`src/hw/rtl/lfu_pkg.sv`:
```
// Shared types and constants for the LFU cache.
`timescale 1ns / 1ps
`default_nettype none
package lfu_pkg;
    localparam int KEY_W   = 32;
    localparam int DATA_W  = 32;
    localparam int STAMP_W = 48;
    localparam int CFG_W   = 5;

    localparam logic [CFG_W-1:0] CAP_RESET = 5'd16;

    localparam logic OP_GET = 1'b0;
    localparam logic OP_PUT = 1'b1;

    typedef struct packed {
        logic clear;
        logic sample;
    } t_scan_ctl;
endpackage
`default_nettype wire

```
`src/hw/rtl/lfu_store.sv`:
```
// Entry memory: key, data, use count and stamp, one write and one registered read port.
`timescale 1ns / 1ps
`default_nettype none
module lfu_store #(
    parameter int ENTRIES    = 16,
    parameter int COUNT_BITS = 32,
    localparam int ADDR_W    = (ENTRIES > 1) ? $clog2(ENTRIES) : 1
) (
    input  wire logic                        i_clk,
    input  wire logic                        i_wr_en,
    input  wire logic [ADDR_W-1:0]           i_wr_addr,
    input  wire logic [lfu_pkg::KEY_W-1:0]   i_wr_key,
    input  wire logic [lfu_pkg::DATA_W-1:0]  i_wr_data,
    input  wire logic [COUNT_BITS-1:0]       i_wr_count,
    input  wire logic [lfu_pkg::STAMP_W-1:0] i_wr_stamp,
    input  wire logic                        i_rd_en,
    input  wire logic [ADDR_W-1:0]           i_rd_addr,
    output logic      [lfu_pkg::KEY_W-1:0]   o_rd_key,
    output logic      [lfu_pkg::DATA_W-1:0]  o_rd_data,
    output logic      [COUNT_BITS-1:0]       o_rd_count,
    output logic      [lfu_pkg::STAMP_W-1:0] o_rd_stamp
);
    import lfu_pkg::*;

    logic [KEY_W-1:0]      r_key   [ENTRIES];
    logic [DATA_W-1:0]     r_data  [ENTRIES];
    logic [COUNT_BITS-1:0] r_count [ENTRIES];
    logic [STAMP_W-1:0]    r_stamp [ENTRIES];

    always_ff @(posedge i_clk) begin
        if (i_wr_en) begin
            r_key[i_wr_addr]   <= i_wr_key;
            r_data[i_wr_addr]  <= i_wr_data;
            r_count[i_wr_addr] <= i_wr_count;
            r_stamp[i_wr_addr] <= i_wr_stamp;
        end
    end

    always_ff @(posedge i_clk) begin
        if (i_rd_en) begin
            o_rd_key   <= r_key[i_rd_addr];
            o_rd_data  <= r_data[i_rd_addr];
            o_rd_count <= r_count[i_rd_addr];
            o_rd_stamp <= r_stamp[i_rd_addr];
        end
    end
endmodule
`default_nettype wire

```
`src/hw/rtl/lfu_scan.sv`:
```
// Shared compare unit: key match and least-count, oldest-stamp victim tracking.
`timescale 1ns / 1ps
`default_nettype none
module lfu_scan #(
    parameter int ENTRIES    = 16,
    parameter int COUNT_BITS = 32,
    localparam int ADDR_W    = (ENTRIES > 1) ? $clog2(ENTRIES) : 1
) (
    input  wire logic                        i_clk,
    input  wire logic                        i_rst_n,
    input  wire lfu_pkg::t_scan_ctl          i_ctl,
    input  wire logic [lfu_pkg::KEY_W-1:0]   i_key,
    input  wire logic [ADDR_W-1:0]           i_idx,
    input  wire logic [lfu_pkg::KEY_W-1:0]   i_ent_key,
    input  wire logic [lfu_pkg::DATA_W-1:0]  i_ent_data,
    input  wire logic [COUNT_BITS-1:0]       i_ent_count,
    input  wire logic [lfu_pkg::STAMP_W-1:0] i_ent_stamp,
    output logic                             o_found,
    output logic      [ADDR_W-1:0]           o_found_idx,
    output logic      [lfu_pkg::DATA_W-1:0]  o_found_data,
    output logic      [COUNT_BITS-1:0]       o_found_count,
    output logic      [ADDR_W-1:0]           o_vic_idx,
    output logic      [lfu_pkg::KEY_W-1:0]   o_vic_key
);
    import lfu_pkg::*;

    logic                  r_have_vic;
    logic [COUNT_BITS-1:0] r_vic_count;
    logic [STAMP_W-1:0]    r_vic_stamp;
    logic                  match;
    logic                  older;

    assign match = !o_found && (i_ent_key == i_key);
    assign older = !r_have_vic || (i_ent_count < r_vic_count) ||
                   ((i_ent_count == r_vic_count) && (i_ent_stamp < r_vic_stamp));

    always_ff @(posedge i_clk) begin
        if (!i_rst_n) begin
            o_found    <= 1'b0;
            r_have_vic <= 1'b0;
        end else if (i_ctl.clear) begin
            o_found    <= 1'b0;
            r_have_vic <= 1'b0;
        end else if (i_ctl.sample) begin
            if (match) begin
                o_found <= 1'b1;
            end
            if (older) begin
                r_have_vic <= 1'b1;
            end
        end
    end

    always_ff @(posedge i_clk) begin
        if (i_ctl.sample && !i_ctl.clear) begin
            if (match) begin
                o_found_idx   <= i_idx;
                o_found_data  <= i_ent_data;
                o_found_count <= i_ent_count;
            end
            if (older) begin
                o_vic_idx   <= i_idx;
                o_vic_key   <= i_ent_key;
                r_vic_count <= i_ent_count;
                r_vic_stamp <= i_ent_stamp;
            end
        end
    end
endmodule
`default_nettype wire

```
`src/hw/rtl/lfu_cache_lru_tiebreak.sv`:
```
// LFU cache top level: sequencer, occupancy, use clock and result registers.
// Steps: S_IDLE accepts the start transfer, S_SCAN reads the occupied slots and
// S_WB updates the entry and registers o_valid; a new transfer is taken only in S_IDLE.
// The single memory read port scans one occupied slot per cycle.
// The result is shown for one cycle only; the receiver cannot stall it.
// Reset (synchronous, active low) empties the cache and sets capacity to 16.
`timescale 1ns / 1ps
`default_nettype none
module lfu_cache_lru_tiebreak #(
    parameter int ENTRIES    = 16,
    parameter int COUNT_BITS = 32
) (
    input  wire logic                        i_clk,
    input  wire logic                        i_rst_n,
    input  wire logic                        start,
    output logic                             busy,
    input  wire logic                        i_operation,
    input  wire logic [lfu_pkg::KEY_W-1:0]   i_key,
    input  wire logic [lfu_pkg::DATA_W-1:0]  i_value,
    output logic                             o_valid,
    output logic                             o_hit,
    output logic      [lfu_pkg::DATA_W-1:0]  o_read_value,
    output logic                             o_evicted,
    output logic      [lfu_pkg::KEY_W-1:0]   o_evicted_key,
    input  wire logic                        i_cfg_valid,
    output logic                             o_cfg_ready,
    input  wire logic [lfu_pkg::CFG_W-1:0]   i_cfg_data
);
    import lfu_pkg::*;

    localparam int ADDR_W = (ENTRIES > 1) ? $clog2(ENTRIES) : 1;
    localparam int OCC_W  = $clog2(ENTRIES + 1);
    localparam int CMP_W  = (OCC_W > CFG_W) ? OCC_W : CFG_W;

    typedef enum logic [1:0] {
        S_IDLE,
        S_SCAN,
        S_WB
    } t_state;

    t_state             r_state;
    logic [CFG_W-1:0]   r_cap;
    logic [OCC_W-1:0]   r_occ;
    logic [OCC_W-1:0]   r_addr;
    logic               r_pend;
    logic [ADDR_W-1:0]  r_sidx;
    logic [STAMP_W-1:0] r_clock;
    logic               r_op;
    logic [KEY_W-1:0]   r_key;
    logic [DATA_W-1:0]  r_val;

    logic                  accept;
    logic                  issue;
    logic                  full;
    t_scan_ctl             scan_ctl;
    logic                  found;
    logic [ADDR_W-1:0]     found_idx;
    logic [DATA_W-1:0]     found_data;
    logic [COUNT_BITS-1:0] found_count;
    logic [ADDR_W-1:0]     vic_idx;
    logic [KEY_W-1:0]      vic_key;
    logic [KEY_W-1:0]      rd_key;
    logic [DATA_W-1:0]     rd_data;
    logic [COUNT_BITS-1:0] rd_count;
    logic [STAMP_W-1:0]    rd_stamp;
    logic                  wr_en;
    logic [ADDR_W-1:0]     wr_addr;
    logic [DATA_W-1:0]     wr_data;
    logic [COUNT_BITS-1:0] wr_count;

    assign busy        = (r_state != S_IDLE);
    assign o_cfg_ready = 1'b1;
    assign accept      = start && !busy;
    assign issue       = (r_state == S_SCAN) && (r_addr != r_occ);

    assign scan_ctl.clear  = accept;
    assign scan_ctl.sample = r_pend;

    // evict when occupancy reaches the clamped capacity (zero acts as one)
    assign full = (r_occ == OCC_W'(ENTRIES)) ||
                  ((r_occ != '0) && (CMP_W'(r_occ) >= CMP_W'(r_cap)));

    always_comb begin
        wr_en    = 1'b0;
        wr_addr  = r_occ[ADDR_W-1:0];
        wr_data  = r_val;
        wr_count = COUNT_BITS'(1);
        if (r_state == S_WB) begin
            if (found) begin
                wr_en   = 1'b1;
                wr_addr = found_idx;
                if (r_op == OP_GET) begin
                    wr_data = found_data;
                end
                if (found_count == '1) begin
                    wr_count = found_count;
                end else begin
                    wr_count = found_count + COUNT_BITS'(1);
                end
            end else if (r_op == OP_PUT) begin
                wr_en = 1'b1;
                if (full) begin
                    wr_addr = vic_idx;
                end
            end
        end
    end

    always_ff @(posedge i_clk) begin
        if (!i_rst_n) begin
            r_state <= S_IDLE;
            r_cap   <= CAP_RESET;
            r_occ   <= '0;
            r_clock <= '0;
            r_pend  <= 1'b0;
            o_valid <= 1'b0;
        end else begin
            o_valid <= 1'b0;
            if (i_cfg_valid && o_cfg_ready) begin
                r_cap <= i_cfg_data;
            end
            case (r_state)
                S_IDLE: begin
                    if (accept) begin
                        r_op    <= i_operation;
                        r_key   <= i_key;
                        r_val   <= i_value;
                        r_addr  <= '0;
                        r_state <= S_SCAN;
                    end
                end
                S_SCAN: begin
                    r_pend <= issue;
                    r_sidx <= r_addr[ADDR_W-1:0];
                    if (issue) begin
                        r_addr <= r_addr + OCC_W'(1);
                    end else begin
                        r_state <= S_WB;
                    end
                end
                S_WB: begin
                    r_pend        <= 1'b0;
                    o_valid       <= 1'b1;
                    o_hit         <= found;
                    o_read_value  <= '0;
                    o_evicted     <= 1'b0;
                    o_evicted_key <= '0;
                    if (found) begin
                        r_clock <= r_clock + STAMP_W'(1);
                        if (r_op == OP_GET) begin
                            o_read_value <= found_data;
                        end
                    end else if (r_op == OP_PUT) begin
                        r_clock <= r_clock + STAMP_W'(1);
                        if (full) begin
                            o_evicted     <= 1'b1;
                            o_evicted_key <= vic_key;
                        end else begin
                            r_occ <= r_occ + OCC_W'(1);
                        end
                    end
                    r_state <= S_IDLE;
                end
                default: begin
                    r_state <= S_IDLE;
                end
            endcase
        end
    end

    lfu_store #(
        .ENTRIES    (ENTRIES),
        .COUNT_BITS (COUNT_BITS)
    ) u_store (
        .i_clk      (i_clk),
        .i_wr_en    (wr_en),
        .i_wr_addr  (wr_addr),
        .i_wr_key   (r_key),
        .i_wr_data  (wr_data),
        .i_wr_count (wr_count),
        .i_wr_stamp (r_clock),
        .i_rd_en    (issue),
        .i_rd_addr  (r_addr[ADDR_W-1:0]),
        .o_rd_key   (rd_key),
        .o_rd_data  (rd_data),
        .o_rd_count (rd_count),
        .o_rd_stamp (rd_stamp)
    );

    lfu_scan #(
        .ENTRIES    (ENTRIES),
        .COUNT_BITS (COUNT_BITS)
    ) u_scan (
        .i_clk         (i_clk),
        .i_rst_n       (i_rst_n),
        .i_ctl         (scan_ctl),
        .i_key         (r_key),
        .i_idx         (r_sidx),
        .i_ent_key     (rd_key),
        .i_ent_data    (rd_data),
        .i_ent_count   (rd_count),
        .i_ent_stamp   (rd_stamp),
        .o_found       (found),
        .o_found_idx   (found_idx),
        .o_found_data  (found_data),
        .o_found_count (found_count),
        .o_vic_idx     (vic_idx),
        .o_vic_key     (vic_key)
    );
endmodule
`default_nettype wire

```
`config.mk`:
```
export PLATFORM = sky130hd
export DESIGN_NAME = lfu_cache_lru_tiebreak
export DESIGN_NICKNAME = d
export VERILOG_FILES = /design/src/hw/rtl/lfu_pkg.sv /design/src/hw/rtl/lfu_store.sv /design/src/hw/rtl/lfu_scan.sv /design/src/hw/rtl/lfu_cache_lru_tiebreak.sv
export SDC_FILE = /design/constraint.sdc
export NUM_CORES = 2
export LEC_CHECK = 0
export ABC_AREA = 1
export BUFFER_PORTS_ARGS = -buffer_cell sky130_fd_sc_hd__buf_4
export CAP_MARGIN = 0
export CORE_ASPECT_RATIO = 2
export CORE_UTILIZATION = 60
export DETAILED_ROUTE_END_ITERATION = 8
export PLACE_DENSITY = 0.78
export SLEW_MARGIN = 20
export SYNTH_ARGS = -nofsm -noshare
export SYNTH_HDL_FRONTEND = slang
export SYNTH_SLANG_ARGS = --single-unit
```
`constraint.sdc`:
```
create_clock -name i_clk -period 12.01 [get_ports i_clk]
set_clock_uncertainty 0.05 [all_clocks]
set_input_delay 2.402 -clock i_clk [delete_from_list [all_inputs] [get_ports i_clk]]
set_output_delay 2.402 -clock i_clk [all_outputs]
set_load 0.05 [all_outputs]
```
Yosys cells after proc, flatten, opt, wreduce, memory -nomap -nowiden
Memory sizes are Yosys's and may differ from the RTL's. A register that Yosys moved wholly into a read port is not among the register bits. Cells that the tools add are included.

ROM bits: 0. Register bits: 388. Bits in writable memories: 2304. Input port bits: 74. Output and inout bits: 69. Bits in latches: 0. Word-level logic and storage cells: 109. Memories: 4.

Reductions and logical operators: 34. Multiply operators: 0. Shifts and indexed selects: 0. Mux-type cells: 26. Div/mod/pow operators: 0. Magnitude comparators: 3. Equality and inequality tests: 10. Bitwise gates (word level): 4. $add $sub $neg: 4.

Memory list: u_store.r_stamp (words 16, width 48, read ports 1, clocked after Yosys merged registers in 1, write ports 1, RTL line lfu_store.sv:28) `logic [STAMP_W-1:0] r_stamp [ENTRIES];`; u_store.r_count (words 16, width 32, read ports 1, clocked after Yosys merged registers in 1, write ports 1, RTL line lfu_store.sv:27) `logic [COUNT_BITS-1:0] r_count [ENTRIES];`; u_store.r_data (words 16, width 32, read ports 1, clocked after Yosys merged registers in 1, write ports 1, RTL line lfu_store.sv:26) `logic [DATA_W-1:0] r_data [ENTRIES];`; u_store.r_key (words 16, width 32, read ports 1, clocked after Yosys merged registers in 1, write ports 1, RTL line lfu_store.sv:25) `logic [KEY_W-1:0] r_key [ENTRIES];`.

Operators by type and width (count): 32-bit 2-to-1 mux (6); 48-bit 2-to-1 mux (2); 32-bit equality test (2); 48-bit by 1-bit adder with 48-bit output (second input constant) (1); 48-bit less-than comparator (1); 32-bit by 1-bit adder with 32-bit output (second input constant) (1); 32-bit equality test (second input constant) (1); 32-bit less-than comparator (1); 4-bit 2-to-1 mux (4); 2-bit AND reduction (8); 5-bit by 1-bit adder with 5-bit output (second input constant) (2); 5-bit 2-to-1 mux (2); 5-bit one-hot mux with 2 select lines (1); 4-bit AND reduction (2); 2-bit nonzero test (4); 1-bit 2-to-1 mux (7); 1-bit logical AND (6); 2-bit != test (second input constant) (3); 2-bit OR reduction (3); 5-bit equality test (second input constant) (1); 5-bit >= comparator (1); 5-bit != test (1); 5-bit nonzero test (1); 1-bit zero test (4); 10 further kinds (16).

Longest topological paths before layout
Depth in word-level cells: 7. Depth in mapped cells: 15. Gate-level depth less buffers: 15.

By module
From an unflattened synthesis, not the netlist that was laid out.

Cell total of the unflattened synthesis: 10685. Area total of the unflattened synthesis: 118665.1 um^2.

Modules (own cells, without submodules): lfu_store (instances 1, seq. area each 73510.5 um^2, area each 99942.1 um^2, cells each 8730); lfu_cache_lru_tiebreak (instances 1, seq. area each 5445.2 um^2, area each 10239.8 um^2, cells each 1259); lfu_scan (instances 1, seq. area each 5565.3 um^2, area each 8483.1 um^2, cells each 696).

Worst setup path before layout
No wires, ideal clock.

Path type: in2reg. From: in start. To: reg u_scan.o_vic_idx[0] (enable). Data arrival time: 8138 ps. Slack: 3192 ps. Setup time: 629 ps. Stages on the path: 3. Data required time: 11331 ps. Buffers on the path: 0. Cell sequence: nand2_1 nand2_1 a21oi_1.

Word-level cells in the longest chain between the ends: 4.

Ends and longest elaborated chain: start: declaration (RTL line lfu_cache_lru_tiebreak.sv:15) `input wire logic start,`; 1-bit logical AND (RTL line lfu_cache_lru_tiebreak.sv:73) `assign accept = start && !busy;`; 1-bit zero test (RTL line lfu_scan.sv:55) `if (i_ctl.sample && !i_ctl.clear) begin`; 1-bit logical AND (RTL line lfu_scan.sv:55); 2-bit AND reduction (no source line); end signal: assignment (RTL line lfu_scan.sv:62) `o_vic_idx <= i_idx;`; end: declaration (RTL line lfu_scan.sv:22) `output logic [ADDR_W-1:0] o_vic_idx,`.

No other way between the ends. A chain may end at the register's enable or synchronous reset.

Worst setup path in the final report
From: reg r_state[0]. To: mem u_store.r_key[12][12] (enable).

Word-level cells in the longest chain between the ends: 4. Elaborated cells between the ends (all ways): 5. Classes of those cells: eq/ne (1); mux (4).

Ends and longest elaborated chain: start: declaration (RTL line lfu_cache_lru_tiebreak.sv:41) `t_state r_state;`; start signal: assignment (RTL line lfu_cache_lru_tiebreak.sv:111) `r_state <= S_IDLE;`; start signal: assignment (RTL line lfu_cache_lru_tiebreak.sv:129) `r_state <= S_SCAN;`; start signal: assignment (RTL line lfu_cache_lru_tiebreak.sv:138) `r_state <= S_WB;`; 2-bit equality test * (RTL line lfu_cache_lru_tiebreak.sv:88) `if (r_state == S_WB) begin`; 1-bit 2-to-1 mux (RTL line lfu_cache_lru_tiebreak.sv:88); 1-bit 2-to-1 mux (RTL line lfu_store.sv:31) `if (i_wr_en) begin`; 1-bit 2-to-1 mux (not written as such) (RTL line lfu_store.sv:32) `r_key[i_wr_addr] <= i_wr_key;`; end: declaration (RTL line lfu_store.sv:25).

Mark *: on every way between the ends. The rest lies on a longest branch, timed or not.

==> flow_metrics.env <==
export IMPL_start_kind="flop"
export IMPL_tns_ns=0
export IMPL_cts_tree="done"
export IMPL_grt_pass1_vias=70540
export IMPL_firstDrtPassIters=6
export IMPL_gr_total_overflow=0
export IMPL_ir_drop_v=0.0001748
export IMPL_wl_per_cell_um=27.62
export IMPL_rsz0062_at_grt="no"
export IMPL_cts_resized_gates=0
export IMPL_path_max_fanout=46
export IMPL_p_sw_frac=0.2665
export IMPL_final_max_slew_violation_count=0
export IMPL_synthTopCellsByCount="2772 x edfxtp_1, 1383 x nand2_1, 822 x nor2_1"
export IMPL_yosysTopAreaCell="edfxtp_1"
export IMPL_rows=222
export IMPL_worstSetupPathType="flop to flop"
export IMPL_die_h_um=609.4
export IMPL_io_buffers=141
export IMPL_layout_nets=8402
export IMPL_placedCellCount=10360
export IMPL_hold_path_end="u_scan.o_found_data[25]$_DFFE_PP_"
export IMPL_maxCapViolations=0
export IMPL_fin_cells=10770
export IMPL_clkSinkCount=2836
export IMPL_grt_total_usage=0.3148
export IMPL_timing_rr_end="u_store.r_key[12][12]$_DFFE_PP_"
export IMPL_clockBufferDepth=4
export IMPL_drc=0
export IMPL_antenna_found_initial=7
export IMPL_ys_warn_count=0
export IMPL_via_per_inst=6.560
export IMPL_pwr_share_clk=0.338
export IMPL_yosysMostFrequentCell="edfxtp_1"
export IMPL_ctsHoldBuffers=0
export IMPL_die_x_um=305.7
export IMPL_layout_min_cycle_time_ns=5.636
export IMPL_cp_arrival_ns=6.12
export IMPL_r2r_start="r_state[0]$_SDFFE_PN0P_"
export IMPL_clk_latency_ns=0.92
export IMPL_numCtsBuffers=228
export IMPL_grt_max_degree=258
export IMPL_power_density_nw_per_um2=178.1
export IMPL_finalPower_mw=21.55
export IMPL_status="complete, no violations"
export IMPL_ys_types=53
export IMPL_power_switching_mw=5.742
export IMPL_hp_start="u_store.o_rd_data[25]$_DFFE_PP_"
export IMPL_cell_internal_pwr_mw=15.80
export IMPL_tightest_slew_ns=1.224
export IMPL_synth_area_um2=110700
export IMPL_synth_top_cell_area_share=0.7520
export IMPL_synth_nets=8402
export IMPL_hold_ws_ns=0.3682
export IMPL_hp_class="flop to flop"
export IMPL_reg2reg_slack_ns=6.37
export IMPL_design_core_area_um2=183000
export IMPL_wirelength_um=297400
export IMPL_endpoint_kind="flop"
export IMPL_ant_nets=0
export IMPL_place_hpwl_um=155700
export IMPL_synthArstFlopShare=0
export IMPL_whs_path_depth=0
export IMPL_period_share=0.4693
export IMPL_ctsHtreeMaxLevel=4
export IMPL_gp_congestion=0.9335
export IMPL_syn_area_per_cell_um2=13.44
export IMPL_synth_main_ff_cell="edfxtp_1"
export IMPL_cellLeakagePower_nw=41.84
export IMPL_required_ns=12.49
export IMPL_grt_pass1_wl_um=432700
export IMPL_post_route_util=0.6608
export IMPL_power_frac_seq=0.530
export IMPL_finalHoldViolCount=0
export IMPL_reg2regPathDepth=10
export IMPL_dieArea_um2=186300
export IMPL_synthCells=8235
export IMPL_slew_headroom=0.1837
export IMPL_comb_power_share=0.132
export IMPL_drive_gt1_frac=0.07810
export IMPL_synth_edf_count=2772
export IMPL_fmax_mhz=177.4
export IMPL_vias=70630
export IMPL_postCtsSetupBuffers=0
export IMPL_ys_seq_area_frac=0.7635
export IMPL_start_util=0.6047
export IMPL_synth_area_leaders="edfxtp_1 75%, nand2_1 4.7%, o21ai_0 2.9%"
export IMPL_ios=143
export IMPL_drt_iter0_markers=9717
export IMPL_ys_ff_latch=2836
export IMPL_setup_viol=0
export IMPL_cts_root_buffer="clkbuf_16"
export IMPL_clk_pin_slew_ns=0.07
export IMPL_syn_to_final_growth_pct=9.264
registers in the layout, indices dropped and copies added, names as in the netlist, 32 cells and up:
name                  cells
o_evicted_key            32
o_read_value             32
r_clock                  48
r_key                    32
r_val                    32
u_scan.o_found_count     32
u_scan.o_found_data      32
u_scan.o_vic_key         32
u_scan.r_vic_count       32
u_scan.r_vic_stamp       48
u_store.o_rd_count       32
u_store.o_rd_data        32
u_store.o_rd_key         32
u_store.o_rd_stamp       48
u_store.r_count         512
u_store.r_data          512
u_store.r_key           512
u_store.r_stamp         768
power groups by stage:
stage               Combinational [mW]  Clock (mW)  Sequential, mW
finish                            2.85        7.28            11.4
global route                      3.04        7.65            11.4
CTS                               2.80        7.31            11.4
detailed placement                2.77           0            11.6
global placement                  2.66           0            11.6
floorplan                         1.75           0            11.6
layer usage:
metal / wire, um / GRT usage
met4: 22610 / 0.2159
met1: 95710 / 0.3552
met3: 26890 / 0.04103
met5: 19 / 0
met2: 152100 / 0.5545
metrics by stage:
step | worst slack, ns | area [um2]
after detailed placement | 6.398 | 113900
final | 6.374 | 121000
after global routing | 6.226 | 120900
after floorplan | 3.192 | 110700
after CTS | 6.433 | 120900
after global placement | 6.516 | 113900
cell usage in the layout, fill, tap and decap left out, types with 36 or more instances in the layout:
master / instances
ha_1: 92
o22ai_1: 147
a21oi_1: 372
edfxtp_1: 2772
clkbuf_1: 36
inv_1: 285
o21ai_1: 154
clkinv_2: 48
nor3_1: 43
clkinv_1: 51
nor2_1: 804
o221ai_1: 146
a221oi_1: 142
dfxtp_1: 64
clkbuf_16: 229
nand3_1: 346
buf_4: 234
nand4_1: 176
nand2_1: 1381
o21ai_0: 652
cell families after synthesis:
group	Yosys count	share of synthesized area
compound gates	1632	0.08561
xor+xnor	60	0.004747
fa+ha+maj	93	0.01051
buf+inv	786	0.02880
flops	2836	0.7635
other cells	1	0.00003388
simple gates	2827	0.1068
worst max-delay path by stage:
stage                                       start  slack [ns]                              end
after floorplan                             start        3.19    u_scan.o_vic_idx[0]$_DFFE_PP_
after global placement                      start        6.52    u_scan.o_vic_key[3]$_DFFE_PP_
after detailed placement                    start        6.40    u_scan.o_vic_key[0]$_DFFE_PP_
after CTS                 r_state[0]$_SDFFE_PN0P_        6.43  u_store.r_key[12][23]$_DFFE_PP_
after global routing      r_state[0]$_SDFFE_PN0P_        6.23  u_store.r_key[12][25]$_DFFE_PP_
final                     r_state[0]$_SDFFE_PN0P_        6.37  u_store.r_key[12][12]$_DFFE_PP_
final cells by class:
type | count | area [um2]
flip-flops and latches | 2836 | 84520
fillers | 12120 | 62100
multi-input cells | 4613 | 23170
clock buffers | 267 | 5893
well taps | 2352 | 2943
repair buffers | 249 | 2039
inverters | 307 | 1211
clock inverters | 140 | 1167
diodes | 2 | 5.005
critical path, stage by stage, from the launching register on:
cell	delay [ns]
dfxtp_1	0.34
inv_1	0.10
ha_2	0.83
inv_1	0.56
nor2_1	0.48
nand3_1	0.14
nand2_1	0.14
nand2_1	0.25
nor2_4	0.67
buf_4	0.84
buf_4	0.70
(Power assumes the default switching activity.)
